<file path="src/sv/opp_pkg.sv">
// types, constants and register codes of the onset peak picker
package opp_pkg;

	localparam int DETECT_W = 16;
	localparam int ENERGY_W = 16;
	localparam int POS_W = 16;
	localparam int WEIGHT_W = 16;
	localparam int THRESH_W = 15;
	localparam int DIST_W = 16;

	localparam int MAX_SAMPLES = 65536;
	localparam int COUNT_W = $clog2(MAX_SAMPLES + 1);
	// width for the position before saturation
	localparam int PCALC_W = (COUNT_W > POS_W) ? COUNT_W : POS_W + 1;
	localparam logic [POS_W-1:0] POS_MAX = '1;

	// position i is judged once sample i+3 has arrived
	localparam int JUDGE_LAG = 3;
	localparam int FIRST_JUDGE_COUNT = JUDGE_LAG + 1;

	localparam int CFG_INDEX_W = 2;
	localparam int CFG_DATA_W = 16;
	localparam logic [CFG_INDEX_W-1:0] REG_PEAK_THRESHOLD = 2'd0;
	localparam logic [CFG_INDEX_W-1:0] REG_MIN_PEAK_DISTANCE = 2'd1;
	localparam logic [DIST_W-1:0] RESET_MIN_PEAK_DISTANCE = 16'd5;

	localparam int QUEUE_DEPTH = 4;
	localparam int QUEUE_PTR_W = $clog2(QUEUE_DEPTH);
	localparam int QUEUE_CNT_W = $clog2(QUEUE_DEPTH + 1);

	typedef struct packed {
		logic [POS_W-1:0]    onset_position;
		logic [WEIGHT_W-1:0] onset_weight;
		logic                no_onset;
		logic                list_end;
	} opp_result_t;

	typedef struct packed {
		logic [THRESH_W-1:0] peak_threshold;
		logic [DIST_W-1:0]   min_peak_distance;
	} opp_cfg_t;

	// results produced by one input transaction, first goes out first
	typedef struct packed {
		logic [1:0]  count;
		opp_result_t first;
		opp_result_t second;
	} opp_push_t;

endpackage

</file>
<file path="src/sv/opp_if.sv">
// channel interfaces: sample input, onset output, configuration writes
interface opp_in_if;
	logic                                 valid;
	logic                                 ready;
	logic signed [opp_pkg::DETECT_W-1:0]  detect_value;
	logic        [opp_pkg::ENERGY_W-1:0]  energy_value;
	logic                                 stream_end;

	modport source(output valid, detect_value, energy_value, stream_end, input ready);
	modport sink(input valid, detect_value, energy_value, stream_end, output ready);
	modport monitor(input valid, ready, detect_value, energy_value, stream_end);
endinterface

interface opp_out_if;
	logic                            valid;
	logic                            ready;
	logic [opp_pkg::POS_W-1:0]       onset_position;
	logic [opp_pkg::WEIGHT_W-1:0]    onset_weight;
	logic                            no_onset;
	logic                            list_end;

	modport source(output valid, onset_position, onset_weight, no_onset, list_end,
		input ready);
	modport sink(input valid, onset_position, onset_weight, no_onset, list_end,
		output ready);
	modport monitor(input valid, ready, onset_position, onset_weight, no_onset, list_end);
endinterface

interface opp_cfg_if;
	logic                              valid;
	logic                              ready;
	logic [opp_pkg::CFG_INDEX_W-1:0]   index;
	logic [opp_pkg::CFG_DATA_W-1:0]    data;

	modport source(output valid, index, data, input ready);
	modport sink(input valid, index, data, output ready);
endinterface

</file>
<file path="src/sv/opp_core.sv">
// sample windows, region tracking and candidate clustering
module opp_core (
	input  logic                                clk,
	input  logic                                arst_n,
	input  logic                                fire,
	input  logic signed [opp_pkg::DETECT_W-1:0] detect_value,
	input  logic        [opp_pkg::ENERGY_W-1:0] energy_value,
	input  logic                                stream_end,
	input  opp_pkg::opp_cfg_t                   cfg,
	output opp_pkg::opp_push_t                  push
);

	logic signed [opp_pkg::DETECT_W-1:0] dw_q [3];
	logic        [opp_pkg::ENERGY_W-1:0] ew_q [4];
	logic [opp_pkg::COUNT_W-1:0]         count_q;
	logic                                in_region_q;
	logic [opp_pkg::THRESH_W-1:0]        rmax_det_q;
	logic [opp_pkg::POS_W-1:0]           rmax_pos_q;
	logic [opp_pkg::WEIGHT_W-1:0]        rmax_rise_q;
	logic                                pend_valid_q;
	logic [opp_pkg::POS_W-1:0]           pend_pos_q;
	logic [opp_pkg::WEIGHT_W-1:0]        pend_w_q;
	logic [opp_pkg::POS_W-1:0]           clast_q;

	logic                                active;
	logic                                judge;
	logic                                cond;
	logic [opp_pkg::PCALC_W-1:0]         p_wide;
	logic [opp_pkg::POS_W-1:0]           pos_sat;
	logic [opp_pkg::ENERGY_W:0]          rise_wide;
	logic                                rg_in;
	logic [opp_pkg::THRESH_W-1:0]        rg_det;
	logic [opp_pkg::POS_W-1:0]           rg_pos;
	logic [opp_pkg::WEIGHT_W-1:0]        rg_rise;
	logic                                close_rg;
	logic                                cand;
	logic [opp_pkg::POS_W:0]             gap_wide;
	logic                                merge;
	logic                                emit_closed;
	logic                                pv_n;
	logic [opp_pkg::POS_W-1:0]           pp_n;
	logic [opp_pkg::WEIGHT_W-1:0]        pw_n;
	logic [opp_pkg::POS_W-1:0]           cl_n;
	opp_pkg::opp_result_t                closed_res;
	opp_pkg::opp_result_t                final_res;

	always_comb begin
		active = count_q < opp_pkg::COUNT_W'(opp_pkg::MAX_SAMPLES);
		judge = active && (count_q >= opp_pkg::COUNT_W'(opp_pkg::FIRST_JUDGE_COUNT));
		cond = 1'b0;
		for (int k = 0; k < 3; k++) begin
			cond = cond || (!dw_q[k][opp_pkg::DETECT_W-1] && (dw_q[k] != '0));
		end
		p_wide = opp_pkg::PCALC_W'(count_q) - opp_pkg::PCALC_W'(opp_pkg::JUDGE_LAG);
		pos_sat = (p_wide > opp_pkg::PCALC_W'(opp_pkg::POS_MAX)) ? opp_pkg::POS_MAX
			: p_wide[opp_pkg::POS_W-1:0];
		// e[i+1] - e[i-1], sign in the top bit
		rise_wide = {1'b0, ew_q[2]} - {1'b0, ew_q[0]};

		rg_in = in_region_q;
		rg_det = rmax_det_q;
		rg_pos = rmax_pos_q;
		rg_rise = rmax_rise_q;
		if (judge && cond) begin
			if (!in_region_q) begin
				rg_det = '0;
				rg_pos = '0;
				rg_rise = '0;
			end
			rg_in = 1'b1;
			if (!dw_q[0][opp_pkg::DETECT_W-1] &&
				(dw_q[0][opp_pkg::THRESH_W-1:0] > rg_det)) begin
				rg_det = dw_q[0][opp_pkg::THRESH_W-1:0];
				rg_pos = pos_sat;
			end
			if (!rise_wide[opp_pkg::ENERGY_W] &&
				(rise_wide[opp_pkg::WEIGHT_W-1:0] > rg_rise)) begin
				rg_rise = rise_wide[opp_pkg::WEIGHT_W-1:0];
			end
		end

		// a region closes on a quiet judged position or at the end of the stream
		close_rg = (judge && !cond && in_region_q) || (stream_end && rg_in);
		cand = close_rg && (rg_det > cfg.peak_threshold);

		gap_wide = {1'b0, rg_pos} - {1'b0, clast_q};
		merge = pend_valid_q && !gap_wide[opp_pkg::POS_W] &&
			(gap_wide[opp_pkg::POS_W-1:0] < cfg.min_peak_distance);

		emit_closed = 1'b0;
		pv_n = pend_valid_q;
		pp_n = pend_pos_q;
		pw_n = pend_w_q;
		cl_n = clast_q;
		if (cand) begin
			cl_n = rg_pos;
			if (merge) begin
				if (rg_rise > pend_w_q) begin
					pp_n = rg_pos;
					pw_n = rg_rise;
				end
			end else begin
				emit_closed = pend_valid_q;
				pv_n = 1'b1;
				pp_n = rg_pos;
				pw_n = rg_rise;
			end
		end

		closed_res.onset_position = pend_pos_q;
		closed_res.onset_weight = pend_w_q;
		closed_res.no_onset = 1'b0;
		closed_res.list_end = 1'b0;

		final_res.onset_position = pv_n ? pp_n : '0;
		final_res.onset_weight = pv_n ? pw_n : '0;
		final_res.no_onset = !pv_n;
		final_res.list_end = 1'b1;

		push.first = emit_closed ? closed_res : final_res;
		push.second = final_res;
		push.count = fire ? ({1'b0, emit_closed} + {1'b0, stream_end}) : 2'd0;
	end

	always_ff @(posedge clk or negedge arst_n) begin
		if (!arst_n) begin
			for (int k = 0; k < 3; k++) dw_q[k] <= '0;
			for (int k = 0; k < 4; k++) ew_q[k] <= '0;
			count_q <= '0;
			in_region_q <= 1'b0;
			rmax_det_q <= '0;
			rmax_pos_q <= '0;
			rmax_rise_q <= '0;
			pend_valid_q <= 1'b0;
			pend_pos_q <= '0;
			pend_w_q <= '0;
			clast_q <= '0;
		end else if (fire) begin
			if (stream_end) begin
				for (int k = 0; k < 3; k++) dw_q[k] <= '0;
				for (int k = 0; k < 4; k++) ew_q[k] <= '0;
				count_q <= '0;
				in_region_q <= 1'b0;
				rmax_det_q <= '0;
				rmax_pos_q <= '0;
				rmax_rise_q <= '0;
				pend_valid_q <= 1'b0;
				pend_pos_q <= '0;
				pend_w_q <= '0;
				clast_q <= '0;
			end else begin
				if (active) begin
					dw_q[0] <= dw_q[1];
					dw_q[1] <= dw_q[2];
					dw_q[2] <= detect_value;
					ew_q[0] <= ew_q[1];
					ew_q[1] <= ew_q[2];
					ew_q[2] <= ew_q[3];
					ew_q[3] <= energy_value;
					count_q <= count_q + 1'b1;
				end
				in_region_q <= rg_in && !close_rg;
				rmax_det_q <= rg_det;
				rmax_pos_q <= rg_pos;
				rmax_rise_q <= rg_rise;
				pend_valid_q <= pv_n;
				pend_pos_q <= pp_n;
				pend_w_q <= pw_n;
				clast_q <= cl_n;
			end
		end
	end

endmodule

</file>
<file path="src/sv/opp_out_queue.sv">
// result queue taking up to two results per cycle and giving one
module opp_out_queue (
	input  logic                 clk,
	input  logic                 arst_n,
	input  opp_pkg::opp_push_t   push,
	input  logic                 pop,
	output opp_pkg::opp_result_t head,
	output logic                 not_empty,
	output logic                 room
);

	opp_pkg::opp_result_t              mem_q [opp_pkg::QUEUE_DEPTH];
	logic [opp_pkg::QUEUE_PTR_W-1:0]   wr_ptr_q;
	logic [opp_pkg::QUEUE_PTR_W-1:0]   rd_ptr_q;
	logic [opp_pkg::QUEUE_CNT_W-1:0]   count_q;
	logic                              do_pop;

	assign not_empty = count_q != '0;
	// space for the two results one transaction can produce
	assign room = count_q <= opp_pkg::QUEUE_CNT_W'(opp_pkg::QUEUE_DEPTH - 2);
	assign head = mem_q[rd_ptr_q];
	assign do_pop = pop && not_empty;

	always_ff @(posedge clk) begin
		if (push.count != 2'd0) begin
			mem_q[wr_ptr_q] <= push.first;
		end
		if (push.count == 2'd2) begin
			mem_q[wr_ptr_q + 1'b1] <= push.second;
		end
	end

	always_ff @(posedge clk or negedge arst_n) begin
		if (!arst_n) begin
			wr_ptr_q <= '0;
			rd_ptr_q <= '0;
			count_q <= '0;
		end else begin
			wr_ptr_q <= wr_ptr_q + opp_pkg::QUEUE_PTR_W'(push.count);
			if (do_pop) begin
				rd_ptr_q <= rd_ptr_q + 1'b1;
			end
			count_q <= count_q + opp_pkg::QUEUE_CNT_W'(push.count)
				- opp_pkg::QUEUE_CNT_W'(do_pop);
		end
	end

endmodule

</file>
<file path="src/sv/onset_peak_picker.sv">
// top level of the onset peak picker: config registers, core and result queue
//
//  channel   role    moves                                          per transaction
//  samples   sink    detect_value, energy_value, stream_end         one sample
//  onsets    source  onset_position, onset_weight, no_onset, list_end one result
//  cfg       sink    index, data                                    one register write
//
// one sample is taken per cycle while the queue has room; its results enter the queue
// at the same edge and show on onsets from the next cycle, up to two results per sample.
// samples.ready is low while the four-entry result queue has fewer than two free
// entries, so a stalled onsets channel stops the input once three results are queued.
// reset clears the stream state, sets peak_threshold to 0, min_peak_distance to 5.
// cfg.ready is always high.
module onset_peak_picker (
	input  logic      clk,
	input  logic      arst_n,
	opp_in_if.sink    samples,
	opp_out_if.source onsets,
	opp_cfg_if.sink   cfg
);

	opp_pkg::opp_cfg_t     cfg_q;
	opp_pkg::opp_push_t    push;
	opp_pkg::opp_result_t  head;
	logic                  in_fire;
	logic                  room;

	assign cfg.ready = 1'b1;
	assign samples.ready = room;
	assign in_fire = samples.valid && room;

	always_ff @(posedge clk or negedge arst_n) begin
		if (!arst_n) begin
			cfg_q.peak_threshold <= '0;
			cfg_q.min_peak_distance <= opp_pkg::RESET_MIN_PEAK_DISTANCE;
		end else if (cfg.valid) begin
			if (cfg.index == opp_pkg::REG_PEAK_THRESHOLD) begin
				cfg_q.peak_threshold <= cfg.data[opp_pkg::THRESH_W-1:0];
			end else if (cfg.index == opp_pkg::REG_MIN_PEAK_DISTANCE) begin
				cfg_q.min_peak_distance <= cfg.data[opp_pkg::DIST_W-1:0];
			end
		end
	end

	opp_core u_core (
		.clk          (clk),
		.arst_n       (arst_n),
		.fire         (in_fire),
		.detect_value (samples.detect_value),
		.energy_value (samples.energy_value),
		.stream_end   (samples.stream_end),
		.cfg          (cfg_q),
		.push         (push)
	);

	opp_out_queue u_queue (
		.clk       (clk),
		.arst_n    (arst_n),
		.push      (push),
		.pop       (onsets.ready),
		.head      (head),
		.not_empty (onsets.valid),
		.room      (room)
	);

	assign onsets.onset_position = head.onset_position;
	assign onsets.onset_weight = head.onset_weight;
	assign onsets.no_onset = head.no_onset;
	assign onsets.list_end = head.list_end;

endmodule

</file>
<file path="src/flat_wrapper.sv">
// flat-port wrapper written by rule: the top's interface ports become plain ports
module onset_peak_picker_flat 
  (clk, arst_n, samples_valid, samples_detect_value, samples_energy_value, samples_stream_end, samples_ready, onsets_valid, onsets_onset_position, onsets_onset_weight, onsets_no_onset, onsets_list_end, onsets_ready, cfg_valid, cfg_index, cfg_data, cfg_ready);
  opp_in_if samples_i ();
  opp_out_if onsets_i ();
  opp_cfg_if cfg_i ();
  input  logic clk;
  input  logic arst_n;
  input wire logic [$bits(samples_i.valid)-1:0] samples_valid;
  input wire logic [$bits(samples_i.detect_value)-1:0] samples_detect_value;
  input wire logic [$bits(samples_i.energy_value)-1:0] samples_energy_value;
  input wire logic [$bits(samples_i.stream_end)-1:0] samples_stream_end;
  output wire logic [$bits(samples_i.ready)-1:0] samples_ready;
  output wire logic [$bits(onsets_i.valid)-1:0] onsets_valid;
  output wire logic [$bits(onsets_i.onset_position)-1:0] onsets_onset_position;
  output wire logic [$bits(onsets_i.onset_weight)-1:0] onsets_onset_weight;
  output wire logic [$bits(onsets_i.no_onset)-1:0] onsets_no_onset;
  output wire logic [$bits(onsets_i.list_end)-1:0] onsets_list_end;
  input wire logic [$bits(onsets_i.ready)-1:0] onsets_ready;
  input wire logic [$bits(cfg_i.valid)-1:0] cfg_valid;
  input wire logic [$bits(cfg_i.index)-1:0] cfg_index;
  input wire logic [$bits(cfg_i.data)-1:0] cfg_data;
  output wire logic [$bits(cfg_i.ready)-1:0] cfg_ready;
  assign samples_i.valid = samples_valid;
  assign samples_i.detect_value = samples_detect_value;
  assign samples_i.energy_value = samples_energy_value;
  assign samples_i.stream_end = samples_stream_end;
  assign samples_ready = samples_i.ready;
  assign onsets_valid = onsets_i.valid;
  assign onsets_onset_position = onsets_i.onset_position;
  assign onsets_onset_weight = onsets_i.onset_weight;
  assign onsets_no_onset = onsets_i.no_onset;
  assign onsets_list_end = onsets_i.list_end;
  assign onsets_i.ready = onsets_ready;
  assign cfg_i.valid = cfg_valid;
  assign cfg_i.index = cfg_index;
  assign cfg_i.data = cfg_data;
  assign cfg_ready = cfg_i.ready;
  onset_peak_picker u_core (.clk(clk), .arst_n(arst_n), .samples(samples_i), .onsets(onsets_i), .cfg(cfg_i));
endmodule
</file>
<file path="config.mk">
export PLATFORM = sky130hd
export DESIGN_NAME = onset_peak_picker_flat
export DESIGN_NICKNAME = d
export VERILOG_FILES = /design/src/sv/opp_pkg.sv /design/src/sv/opp_if.sv /design/src/sv/opp_core.sv /design/src/sv/opp_out_queue.sv /design/src/sv/onset_peak_picker.sv /design/src/flat_wrapper.sv
export SDC_FILE = /design/constraint.sdc
export NUM_CORES = 1
export LEC_CHECK = 0
export BUFFER_PORTS_ARGS = -buffer_cell sky130_fd_sc_hd__buf_2
export CORE_ASPECT_RATIO = 0.5
export CORE_UTILIZATION = 50
export DETAILED_ROUTE_END_ITERATION = 6
export PLACE_DENSITY = 0.67
export SETUP_SLACK_MARGIN = 0.05
export SKIP_LAST_GASP = 1
export SYNTH_ARGS = -nofsm -noshare
export SYNTH_HDL_FRONTEND = slang
export SYNTH_SLANG_ARGS = --single-unit
</file>
<file path="constraint.sdc">
create_clock -name clk -period 11.6 [get_ports clk]
set_input_delay 1.16 -clock clk [delete_from_list [all_inputs] [get_ports clk]]
set_output_delay 1.16 -clock clk [all_outputs]
set_load 0.02 [all_outputs]
</file>
# Yosys cells after proc, flatten, opt, wreduce, memory -nomap -nowiden
# Memory sizes are Yosys's and may differ from the RTL's.
# Cells that the tools add are included.
dict set report classes {
  n_div 0
  reduce_logical 39
  n_mul 0
  n_lt_le_gt_ge 9
  eq_ne 2
  muxes 46
  bitwise 1
  n_addsub 10
  shifts 0
}
# op count
set ops {}
lappend ops {{2-to-1 mux 16 bit} 22}
lappend ops {{2-to-1 mux 64 bit} 2}
lappend ops {{2-to-1 mux 48 bit} 2}
lappend ops {{2-to-1 mux 15 bit} 5}
lappend ops {{nonzero test 16 bit} 3}
lappend ops {{2-to-1 mux 17 bit} 2}
lappend ops {{2-to-1 mux 34 bit} 1}
lappend ops {{subtractor 16 x 16 -> 17 bit} 2}
lappend ops {{> comparator 16 bit} 2}
lappend ops {{> comparator 15 bit} 2}
lappend ops {{adder 17 x 1 -> 17 bit (second input constant)} 1}
lappend ops {{greater-or-equal comparator 17 x 3 -> 1 bit (second input constant)} 1}
lappend ops {{> comparator 17 x 16 -> 1 bit (second input constant)} 1}
lappend ops {{less-than comparator 17 bit (second input constant)} 1}
lappend ops {{subtractor 17 x 2 -> 17 bit (second input constant)} 1}
lappend ops {{logical AND 1 bit} 16}
lappend ops {{less-than comparator 16 bit} 1}
lappend ops {{2-to-1 mux 1 bit} 11}
lappend ops {{zero test 1 bit} 8}
lappend ops {{AND reduction 2 bit} 3}
lappend ops {{nonzero test 2 bit} 3}
lappend ops {{adder 2 x 1 -> 2 bit (second input constant)} 2}
lappend ops {{adder 3 x 2 -> 3 bit} 1}
lappend ops {{less-or-equal comparator 3 x 2 -> 1 bit (second input constant)} 1}
lappend ops {{other kinds (11)} 13}
dict set report word_totals {
  n_memories 1
  register_bits 264
  wordCells 129
  mem_bits_rw 136
  latch_bits 0
  romBits 0
  inputBits 56
  out_inout_bits 37
}
# name depth width rd rd_clocked_by_memory_dff write_ports line_no
set mem_list {}
lappend mem_list {u_core.u_queue.mem_q 4 34 1 0 2 opp_out_queue.sv:12} ;# opp_pkg::opp_result_t mem_q [opp_pkg::QUEUE_DEPTH];

# Longest topological paths before layout
# Gate-level depths: netlist of the first run.
dict set report depth {
  ltp_word 21
  depth_mapped 39
  mapped_depth_nobuf 36
}

# Hierarchy
# A second synthesis of the first run with hierarchy kept.
dict set report unflattened {
  cells_unflattened 1893
  hier_area_um2 22113.7
}
# module cells_each n_inst area_per_inst_um2
set by_module_without_submodules {}
lappend by_module_without_submodules {opp_core 1455 1 13908.3}
lappend by_module_without_submodules {opp_out_queue 369 1 7003.0}
lappend by_module_without_submodules {onset_peak_picker 69 1 1202.4}

# Worst setup path after synthesis of the first run
# OpenSTA, ideal clock, no wires.
dict set report synth_timing {
  path_type {flip-flop to flip-flop}
  start {reg u_core.u_core.in_region_q}
  end {mem u_core.u_queue.mem_q[1][13] (netlist bit), data pin}
  arrival_ns 10.153
  stages_incl_launch_ff 38
  slack_ns 1.316
  required_ns 11.468
  path_cell_list {dfrtp_1 -> clkbuf_1 -> clkbuf_1 -> nand2_1 -> ha_1 -> or4_1 -> o221a_2 -> o21ai_0 -> nor2_1 -> clkbuf_1 -> a22oi_1 -> inv_1 -> ha_1 -> nor2b_1 -> o21ai_0 -> a21boi_0 -> o21ai_0 -> a21oi_1 -> (+2 left out) -> nor2_1 -> xnor2_1 -> ha_1 -> a211oi_1 -> o221ai_1 -> nor3_1 -> a21o_1 -> o41ai_4 -> nand3_4 -> clkinv_2 -> ha_1 -> o21ai_1 -> nor3_1 -> inv_1 -> a41oi_1 -> clkbuf_1 -> clkbuf_1 -> a22o_1}
}
# item line_no
set synth_rtl {}
lappend synth_rtl {{start: declaration} opp_core.sv:16} ;# logic in_region_q;
lappend synth_rtl {{start signal: assignment} opp_core.sv:162} ;# in_region_q <= rg_in && !close_rg;
lappend synth_rtl {{end: declaration} opp_out_queue.sv:12}

==> results.sh, run 1 <==
export IMPL_status="complete, but fails checks"
export IMPL_violations="design-rule violations"
export IMPL_seq_power_share=0.333
export IMPL_antenna_found_initial=0
export IMPL_worstPathMaxFanout=36
export IMPL_cts_setup_buffers=0
export IMPL_slew_violations=0
export IMPL_ys_flop_type="dfrtp_1"
export IMPL_max_stage_delay_ns=1.13
export IMPL_vdd_drop_max_mv=0.232
export IMPL_wire_per_inst_um=21.3
export IMPL_ys_warn_count=0
export IMPL_critical_path_top_delay_family="compound AO/OA/AOI/OAI gates"
export IMPL_cts_repair_resized=0
export IMPL_cts_root_buf="clkbuf_16"
export IMPL_ant_nets=0
export IMPL_h_tree_depth=2
export IMPL_grt_max_degree=112
export IMPL_ys_async_sr_fraction=0.660
export IMPL_syn2layout_area_growth_pct=10.9
export IMPL_avgSynthCellArea_um2=11.0
export IMPL_clk_pin_slew_ns=0.07
export IMPL_multi_input_area_um2=9780
export IMPL_rows=53
export IMPL_fp_coreArea_um2=42000
export IMPL_clock_path_buffers=3
export IMPL_cts_hold_buffers=0
export IMPL_grt_overflow_total=0
export IMPL_grtUsageTotal=0.255
export IMPL_nets=2164
export IMPL_post_place_cells=2527
export IMPL_mostFrequentLayoutCells="261 x dfrtp_1, 233 x a22o_1, 196 x nand2_1, 143 x o21ai_0, 132 x edfxtp_1"
export IMPL_swShare=0.390
export IMPL_holdPathEnd="u_core.u_queue.mem_q[0][0]"
export IMPL_die_area_um2=43600
export IMPL_num_io_pins=93
export IMPL_r2r_start="u_core.u_core.in_region_q"
export IMPL_grt_setup_unrepaired="false"
export IMPL_clock_sinks=400
export IMPL_fillers=3649
export IMPL_cp_start_kind="flop"
export IMPL_p_leak_nw=10.2
export IMPL_critPathBufInv=2
export IMPL_crit_path_top_delay_cell="dfrtp_1"
export IMPL_synth_area_um2=21400
export IMPL_syn_inst=1934
export IMPL_min_delay_path_depth=2
export IMPL_fp_dieH_um=148
export IMPL_worstReg2RegEnd="u_core.u_queue.mem_q[3][12]"
export IMPL_remaining_drc_errors=2
export IMPL_share_comb_of_total_power=0.443
export IMPL_grt_pass1_vias=15000
export IMPL_hold_viol_final=0
export IMPL_place_congestion=0.879
export IMPL_synth_seq_cells=400
export IMPL_pwr_share_clk=0.224
export IMPL_min_from="u_core.u_queue.mem_q[0][0]"
export IMPL_setup_worst_path_class="reg -> reg"
export IMPL_viasPerCell=6.11
export IMPL_yosys_top_cells_area="dfrtp_1 31%, edfxtp_1 19%, a22o_1 9.6%"
export IMPL_cts_tree="yes"
export IMPL_synth_top_area_frac=0.307
export IMPL_fmax_mhz=98.3
export IMPL_critPathArrivalTime_ns=10.47
export IMPL_relSlewSlack=0.163
export IMPL_r2r_slack_ns=1.42
export IMPL_cap_violations=0
export IMPL_r2r_cells=32
export IMPL_tightest_slew_ns=1.25
export IMPL_switching_power_mw=2.24
export IMPL_drtPass1Iterations=7
export IMPL_crit_required_ns=11.90
export IMPL_seq_area_frac_synth=0.499
export IMPL_crit_path_frequent_cell="ha_1"
export IMPL_synth_top_area_cell="dfrtp_1"
export IMPL_synth_edff_count=132
export IMPL_clock_latency_ns=0.55
export IMPL_dieWidth_um=294
export IMPL_start_util=0.508
export IMPL_synthDistinctLibCells=85
export IMPL_hold_path_class="reg -> reg"
export IMPL_drtIter0Drc=1649
export IMPL_register_area_um2=10700
export IMPL_final_cells=2594
export IMPL_setup_viol=0
export IMPL_power_density_nw_per_um2=242
export IMPL_syn_nets=2109
export IMPL_grt_pass1_wl_um=87300
export IMPL_setup_tns_ns=0
export IMPL_endpoint_kind="flop"
export IMPL_fin_crit_ns=10.18
export IMPL_fin_crit_sh=0.877
export IMPL_cts_buffers=37
export IMPL_final_common_cell="dfrtp_1"
export IMPL_drive_above_1_share=0.142
export IMPL_routed_wl_um=55200
export IMPL_skew_ns=0.0258
export IMPL_port_buffers=91
export IMPL_internal_power_mw=3.50
export IMPL_dp_hpwl_um=37400
export IMPL_vias=15800
## worst reg2reg max path, delay by kind of cell, from the launching register on
kind,cells,cell delay (ns)
AO/OA/AOI/OAI,16,4.95
AND/OR/NAND/NOR,9,2.20
flip-flops,1,1.13
adder cells (fa/ha/maj),4,1.15
buffers and inverters,2,0.34
XOR/XNOR,1,0.13
## Yosys cell counts (5+ instances only)
library cell and count:
o31ai_1 5, and3_1 5, clkbuf_1 82, or2_2 6
nand3_1 25, xor2_1 22, or4_1 5, nor4_1 12
a21boi_0 8, and2_1 10, xnor2_1 30, nor3_1 27
a31oi_1 6, o211ai_1 7, ha_1 116, a21o_1 21
dfrtp_1 262, buf_4 7, edfxtp_1 132, buf_2 20
a211oi_1 7, buf_1 6, nand2b_1 8, nor2b_1 10
nand4_1 15, o2bb2ai_1 13, or3_1 6, mux2i_1 8
a2bb2oi_1 7, o22ai_1 14, a22oi_1 37, o21a_1 12
a221o_1 11, o21ai_0 143, nand2_1 197, inv_1 125
mux4_2 34, a21oi_1 59, a22o_1 233, nor2_1 75
mux2_2 18
## per-layer routing
metal,track usage,wire length [um]
met1,0.393,27000
met2,0.377,23400
met3,0.0427,3730
met4,0.0555,1070
met5,0,0
## power groups by stage
stage          combinational (mW)  sequential [mW]  clock [mW]
6_report                     2.55             1.91        1.29
2_1_floorplan                1.91             1.85           0
3_5_place_dp                 2.53             1.93           0
4_1_cts                      2.54             1.91        1.31
3_3_place_gp                 2.50             1.92           0
5_1_grt                      2.83             1.94        1.37
## registers in the layout (all words and copies together), names as in the netlist
signal	count
u_core.u_queue.mem_q	136
u_core.u_core.ew_q	64
u_core.u_core.dw_q	48
u_core.cfg_q	31
u_core.u_core.count_q	17
u_core.u_core.clast_q	16
u_core.u_core.pend_pos_q	16
u_core.u_core.pend_w_q	16
u_core.u_core.rmax_pos_q	16
u_core.u_core.rmax_rise_q	16
u_core.u_core.rmax_det_q	15
u_core.u_queue.count_q	3
u_core.u_queue.rd_ptr_q	2
u_core.u_queue.wr_ptr_q	2
u_core.u_core.in_region_q	1
u_core.u_core.pend_valid_q	1
## layout make-up
type | count | area share
inverter | 127 | 0.0202
multi-input combinational | 1289 | 0.413
clock buffer | 50 | 0.0450
sequential | 400 | 0.450
timing repair buffer | 134 | 0.0333
antenna | 1 | 0.000106
tap | 577 | 0.0305
clock inverter | 16 | 0.00829
## cell families after synthesis
kind of cell,synth area share
compound gates,0.221
other cells,0.000176
xor+xnor,0.0221
simple gates,0.0923
flops,0.499
mux,0.0491
fa+ha+maj,0.0708
buf+inv,0.0463
## through the flow
stage	hold slack [ns]	area, um2	total power, mW	utilization	setup WS, ns
2_1_floorplan	0.435	21400	3.76	-	1.32
3_3_place_gp	0.449	22400	4.43	0.533	1.75
3_5_place_dp	0.459	22400	4.46	0.533	1.60
4_1_cts	0.475	23700	5.76	0.563	1.56
5_1_grt	0.500	23700	6.13	0.563	0.714
6_report	0.468	23700	5.74	0.564	1.42
## how the worst max path moves through the flow
stage	endpoint	startpoint	cells past startpoint
finish	u_core.u_queue.mem_q[3][12]	u_core.u_core.in_region_q	32
global route	u_core.u_queue.mem_q[3][12]	u_core.u_core.in_region_q	33
CTS	u_core.u_queue.mem_q[2][1]	u_core.u_core.in_region_q	33
detailed placement	u_core.u_queue.mem_q[2][1]	u_core.u_core.in_region_q	33
global placement	u_core.u_queue.mem_q[2][1]	u_core.u_core.in_region_q	33
floorplan	u_core.u_queue.mem_q[1][13]	u_core.u_core.in_region_q	37
No activity file was read; power rests on OpenSTA's default activity.
==> run 2, diff against run 1 <==
--- a/config.mk
+++ b/config.mk
@@ -9,9 +9,10 @@
 export CORE_ASPECT_RATIO = 0.5
 export CORE_UTILIZATION = 50
 export DETAILED_ROUTE_END_ITERATION = 6
-export PLACE_DENSITY = 0.67
+export PLACE_DENSITY_LB_ADDON = 0.2
 export SETUP_SLACK_MARGIN = 0.05
 export SKIP_LAST_GASP = 1
 export SYNTH_ARGS = -nofsm -noshare
 export SYNTH_HDL_FRONTEND = slang
+export SYNTH_HIERARCHICAL = 1
 export SYNTH_SLANG_ARGS = --single-unit
==> run 2 against run 1 <==
Net effect:
- global-route usage is 2.4 points lower
- core utilization is 0.31 points lower
- fmax up 3.4%
- clock power about the same
- the flow now finishes without violations
- synthesized cell count down 2.1%
- critical path depth fell by 1
- clock-buffer cell count is 9 higher
- hold slack improved by 0.022 ns
==> results.sh, run 2 <==
export IMPL_ant_nets=0
export IMPL_cap_violations=0
export IMPL_cts_root_buf="clkbuf_16"
export IMPL_max_stage_delay_ns=0.79
export IMPL_mostFrequentLayoutCells="261 x dfrtp_1, 227 x a22o_1, 171 x nand2_1, 168 x mux2_2, 136 x edfxtp_1"
export IMPL_cts_hold_buffers=0
export IMPL_tightest_slew_ns=1.16
export IMPL_synth_edff_count=136
export IMPL_remaining_drc_errors=0
export IMPL_p_total_mw=6.11
export IMPL_grt_setup_unrepaired="false"
export IMPL_synth_top_area_cell="dfrtp_1"
export IMPL_port_buffers=91
export IMPL_cts_setup_buffers=0
export IMPL_power_density_nw_per_um2=250
export IMPL_ys_flop_type="dfrtp_1"
export IMPL_netlist_top_cells_count="262 x dfrtp_1, 227 x a22o_1, 171 x nand2_1"
export IMPL_drtPass1Iterations=6
export IMPL_crit_path_top_delay_cell="a311oi_4"
export IMPL_cts_tree="yes"
export IMPL_viasPerCell=5.92
export IMPL_top_register="u_core/u_queue/mem_q"
export IMPL_clock_latency_ns=0.55
export IMPL_avgSynthCellArea_um2=11.7
export IMPL_fp_dieH_um=151
export IMPL_wire_per_inst_um=20.4
export IMPL_fillers=3721
export IMPL_skew_ns=0.0155
export IMPL_status="finished, final reports clean"
export IMPL_r2r_start="u_core/u_core/in_region_q"
export IMPL_largest_reg_flops=136
export IMPL_syn_inst=1893
export IMPL_ys_async_sr_fraction=0.660
export IMPL_r2r_slack_ns=1.76
export IMPL_grtUsageTotal=0.231
export IMPL_worstReg2RegEnd="u_core/u_queue/mem_q[0][4]"
export IMPL_cts_repair_resized=0
export IMPL_grt_pass1_vias=14400
export IMPL_hold_viol_final=0
export IMPL_synth_top_area_frac=0.296
export IMPL_routed_wl_um=52300
export IMPL_setup_worst_path_class="reg -> reg"
export IMPL_min_delay_path_depth=1
export IMPL_dp_hpwl_um=34900
export IMPL_cp_start_kind="flop"
export IMPL_crit_required_ns=11.83
export IMPL_fin_crit_ns=9.84
export IMPL_dieWidth_um=299
export IMPL_drive_above_1_share=0.223
export IMPL_synth_area_um2=22100
export IMPL_slew_violations=0
export IMPL_worstPathMaxFanout=39
export IMPL_fmax_mhz=102
export IMPL_ys_warn_count=6
export IMPL_antenna_cells=0
export IMPL_vdd_drop_max_mv=0.136
export IMPL_h_tree_depth=2
export IMPL_drtIter0Drc=1328
export IMPL_yosys_top_cells_area="dfrtp_1 30%, edfxtp_1 18%, a22o_1 9.0%"
export IMPL_die_area_um2=45100
export IMPL_relSlewSlack=0.226
export IMPL_synthDistinctLibCells=84
export IMPL_syn_nets=2068
export IMPL_clk_pin_slew_ns=0.06
export IMPL_critPathArrivalTime_ns=10.07
export IMPL_reg_largest_list="u_core/u_queue/mem_q: 136 flops, u_core/u_core/ew_q: 64 flops, u_core/u_core/dw_q: 48 flops"
export IMPL_clock_sinks=400
export IMPL_clock_path_buffers=3
export IMPL_grt_overflow_total=0
export IMPL_endpoint_kind="flop"
export IMPL_seq_area_frac_synth=0.484
export IMPL_vias=15100
export IMPL_grt_max_degree=162
export IMPL_min_from="u_core/u_core/ew_q[36]"
export IMPL_grt_pass1_wl_um=82500
export IMPL_start_util=0.507
export IMPL_antenna_found_initial=0
export IMPL_num_io_pins=93
export IMPL_r2r_cells=31
export IMPL_fin_crit_sh=0.848
export IMPL_p_leak_nw=10.3
export IMPL_syn2layout_area_growth_pct=10.4
export IMPL_yosysMostFrequentCell="dfrtp_1"
export IMPL_hold_path_class="reg -> reg"
export IMPL_setup_tns_ns=0
export IMPL_rows=54
export IMPL_cts_buffers=39
export IMPL_fp_coreArea_um2=43600
export IMPL_final_common_cell="dfrtp_1"
export IMPL_place_congestion=0.875
export IMPL_holdPathEnd="u_core/u_core/ew_q[52]"
export IMPL_synth_seq_cells=400
export IMPL_setup_viol=0
export IMPL_nets=2113
run 2: cell count changes after synthesis, sizes merged, moves of 16 or more:
cell,change
a21oi,+29
a22oi,-37
buf,+21
clkbuf,-17
mux2,+152
nand2,-24
nand3,-16
o21ai,-76
run 2: kinds of logic after synthesis:
family,share of synthesized area
simple gates,0.0807
fa+ha+maj,0.0683
buf+inv,0.0467
other cells,0.000340
flops,0.484
xor+xnor,0.0206
mux,0.126
compound gates,0.174
run 2: per-stage QoR:
stage	utilization	worst slack, ns	cell area [um2]	hold WS, ns	cells
floorplan	-	2.16	22100	0.451	1893
global placement	0.530	2.13	23100	0.474	2485
detailed placement	0.530	1.84	23100	0.479	2485
CTS	0.560	1.83	24400	0.491	2557
global route	0.560	0.937	24400	0.512	2557
finish	0.560	1.76	24400	0.490	2557
run 2: cell type report:
cell class | instances | area, um2 | area share
clock buffer | 59 | 1190 | 0.0487
clock inverter | 13 | 136 | 0.00558
inverter | 112 | 420 | 0.0172
multi-input combinational | 1259 | 10500 | 0.430
sequential | 400 | 10700 | 0.438
tap | 588 | 736 | 0.0301
timing repair buffer | 126 | 741 | 0.0303
run 2: per-layer routing:
metal | share of wire | vias to the layer above | track usage
met1 | 0.50 | 7551 | 0.365
li1 | - | 7162 | -
met4 | 0.011 | 0 | 0.0360
met5 | 0 | - | 0
met2 | 0.43 | 385 | 0.341
met3 | 0.056 | 48 | 0.0319
run 2: how the worst max path moves through the flow:
stage | cells after the start | to | start
floorplan | 34 | u_core/u_queue/mem_q[0][0] | u_core/u_core/in_region_q
finish | 31 | u_core/u_queue/mem_q[0][4] | u_core/u_core/in_region_q
CTS | 31 | u_core/u_queue/mem_q[0][19] | u_core/u_core/in_region_q
detailed placement | 31 | u_core/u_queue/mem_q[0][18] | u_core/u_core/in_region_q
global route | 32 | u_core/u_queue/mem_q[0][7] | u_core/u_core/in_region_q
global placement | 31 | u_core/u_queue/mem_q[0][18] | u_core/u_core/in_region_q
run 2: critical path, delay by kind of cell, from the launching register on:
kind | cells | cell delay [ns]
AO/OA/AOI/OAI | 13 | 4.03
XOR/XNOR | 1 | 0.16
adder cells (fa/ha/maj) | 4 | 1.18
buffers and inverters | 4 | 1.34
flip-flops | 1 | 0.69
AND/OR/NAND/NOR | 9 | 2.10
run 2: power breakdown:
group / switching (mW) / internal (mW) / leakage, nW
Sequential: 0.228 / 1.71 / 4.74
Combinational: 1.64 / 1.22 / 4.95
Clock: 0.554 / 0.758 / 0.650
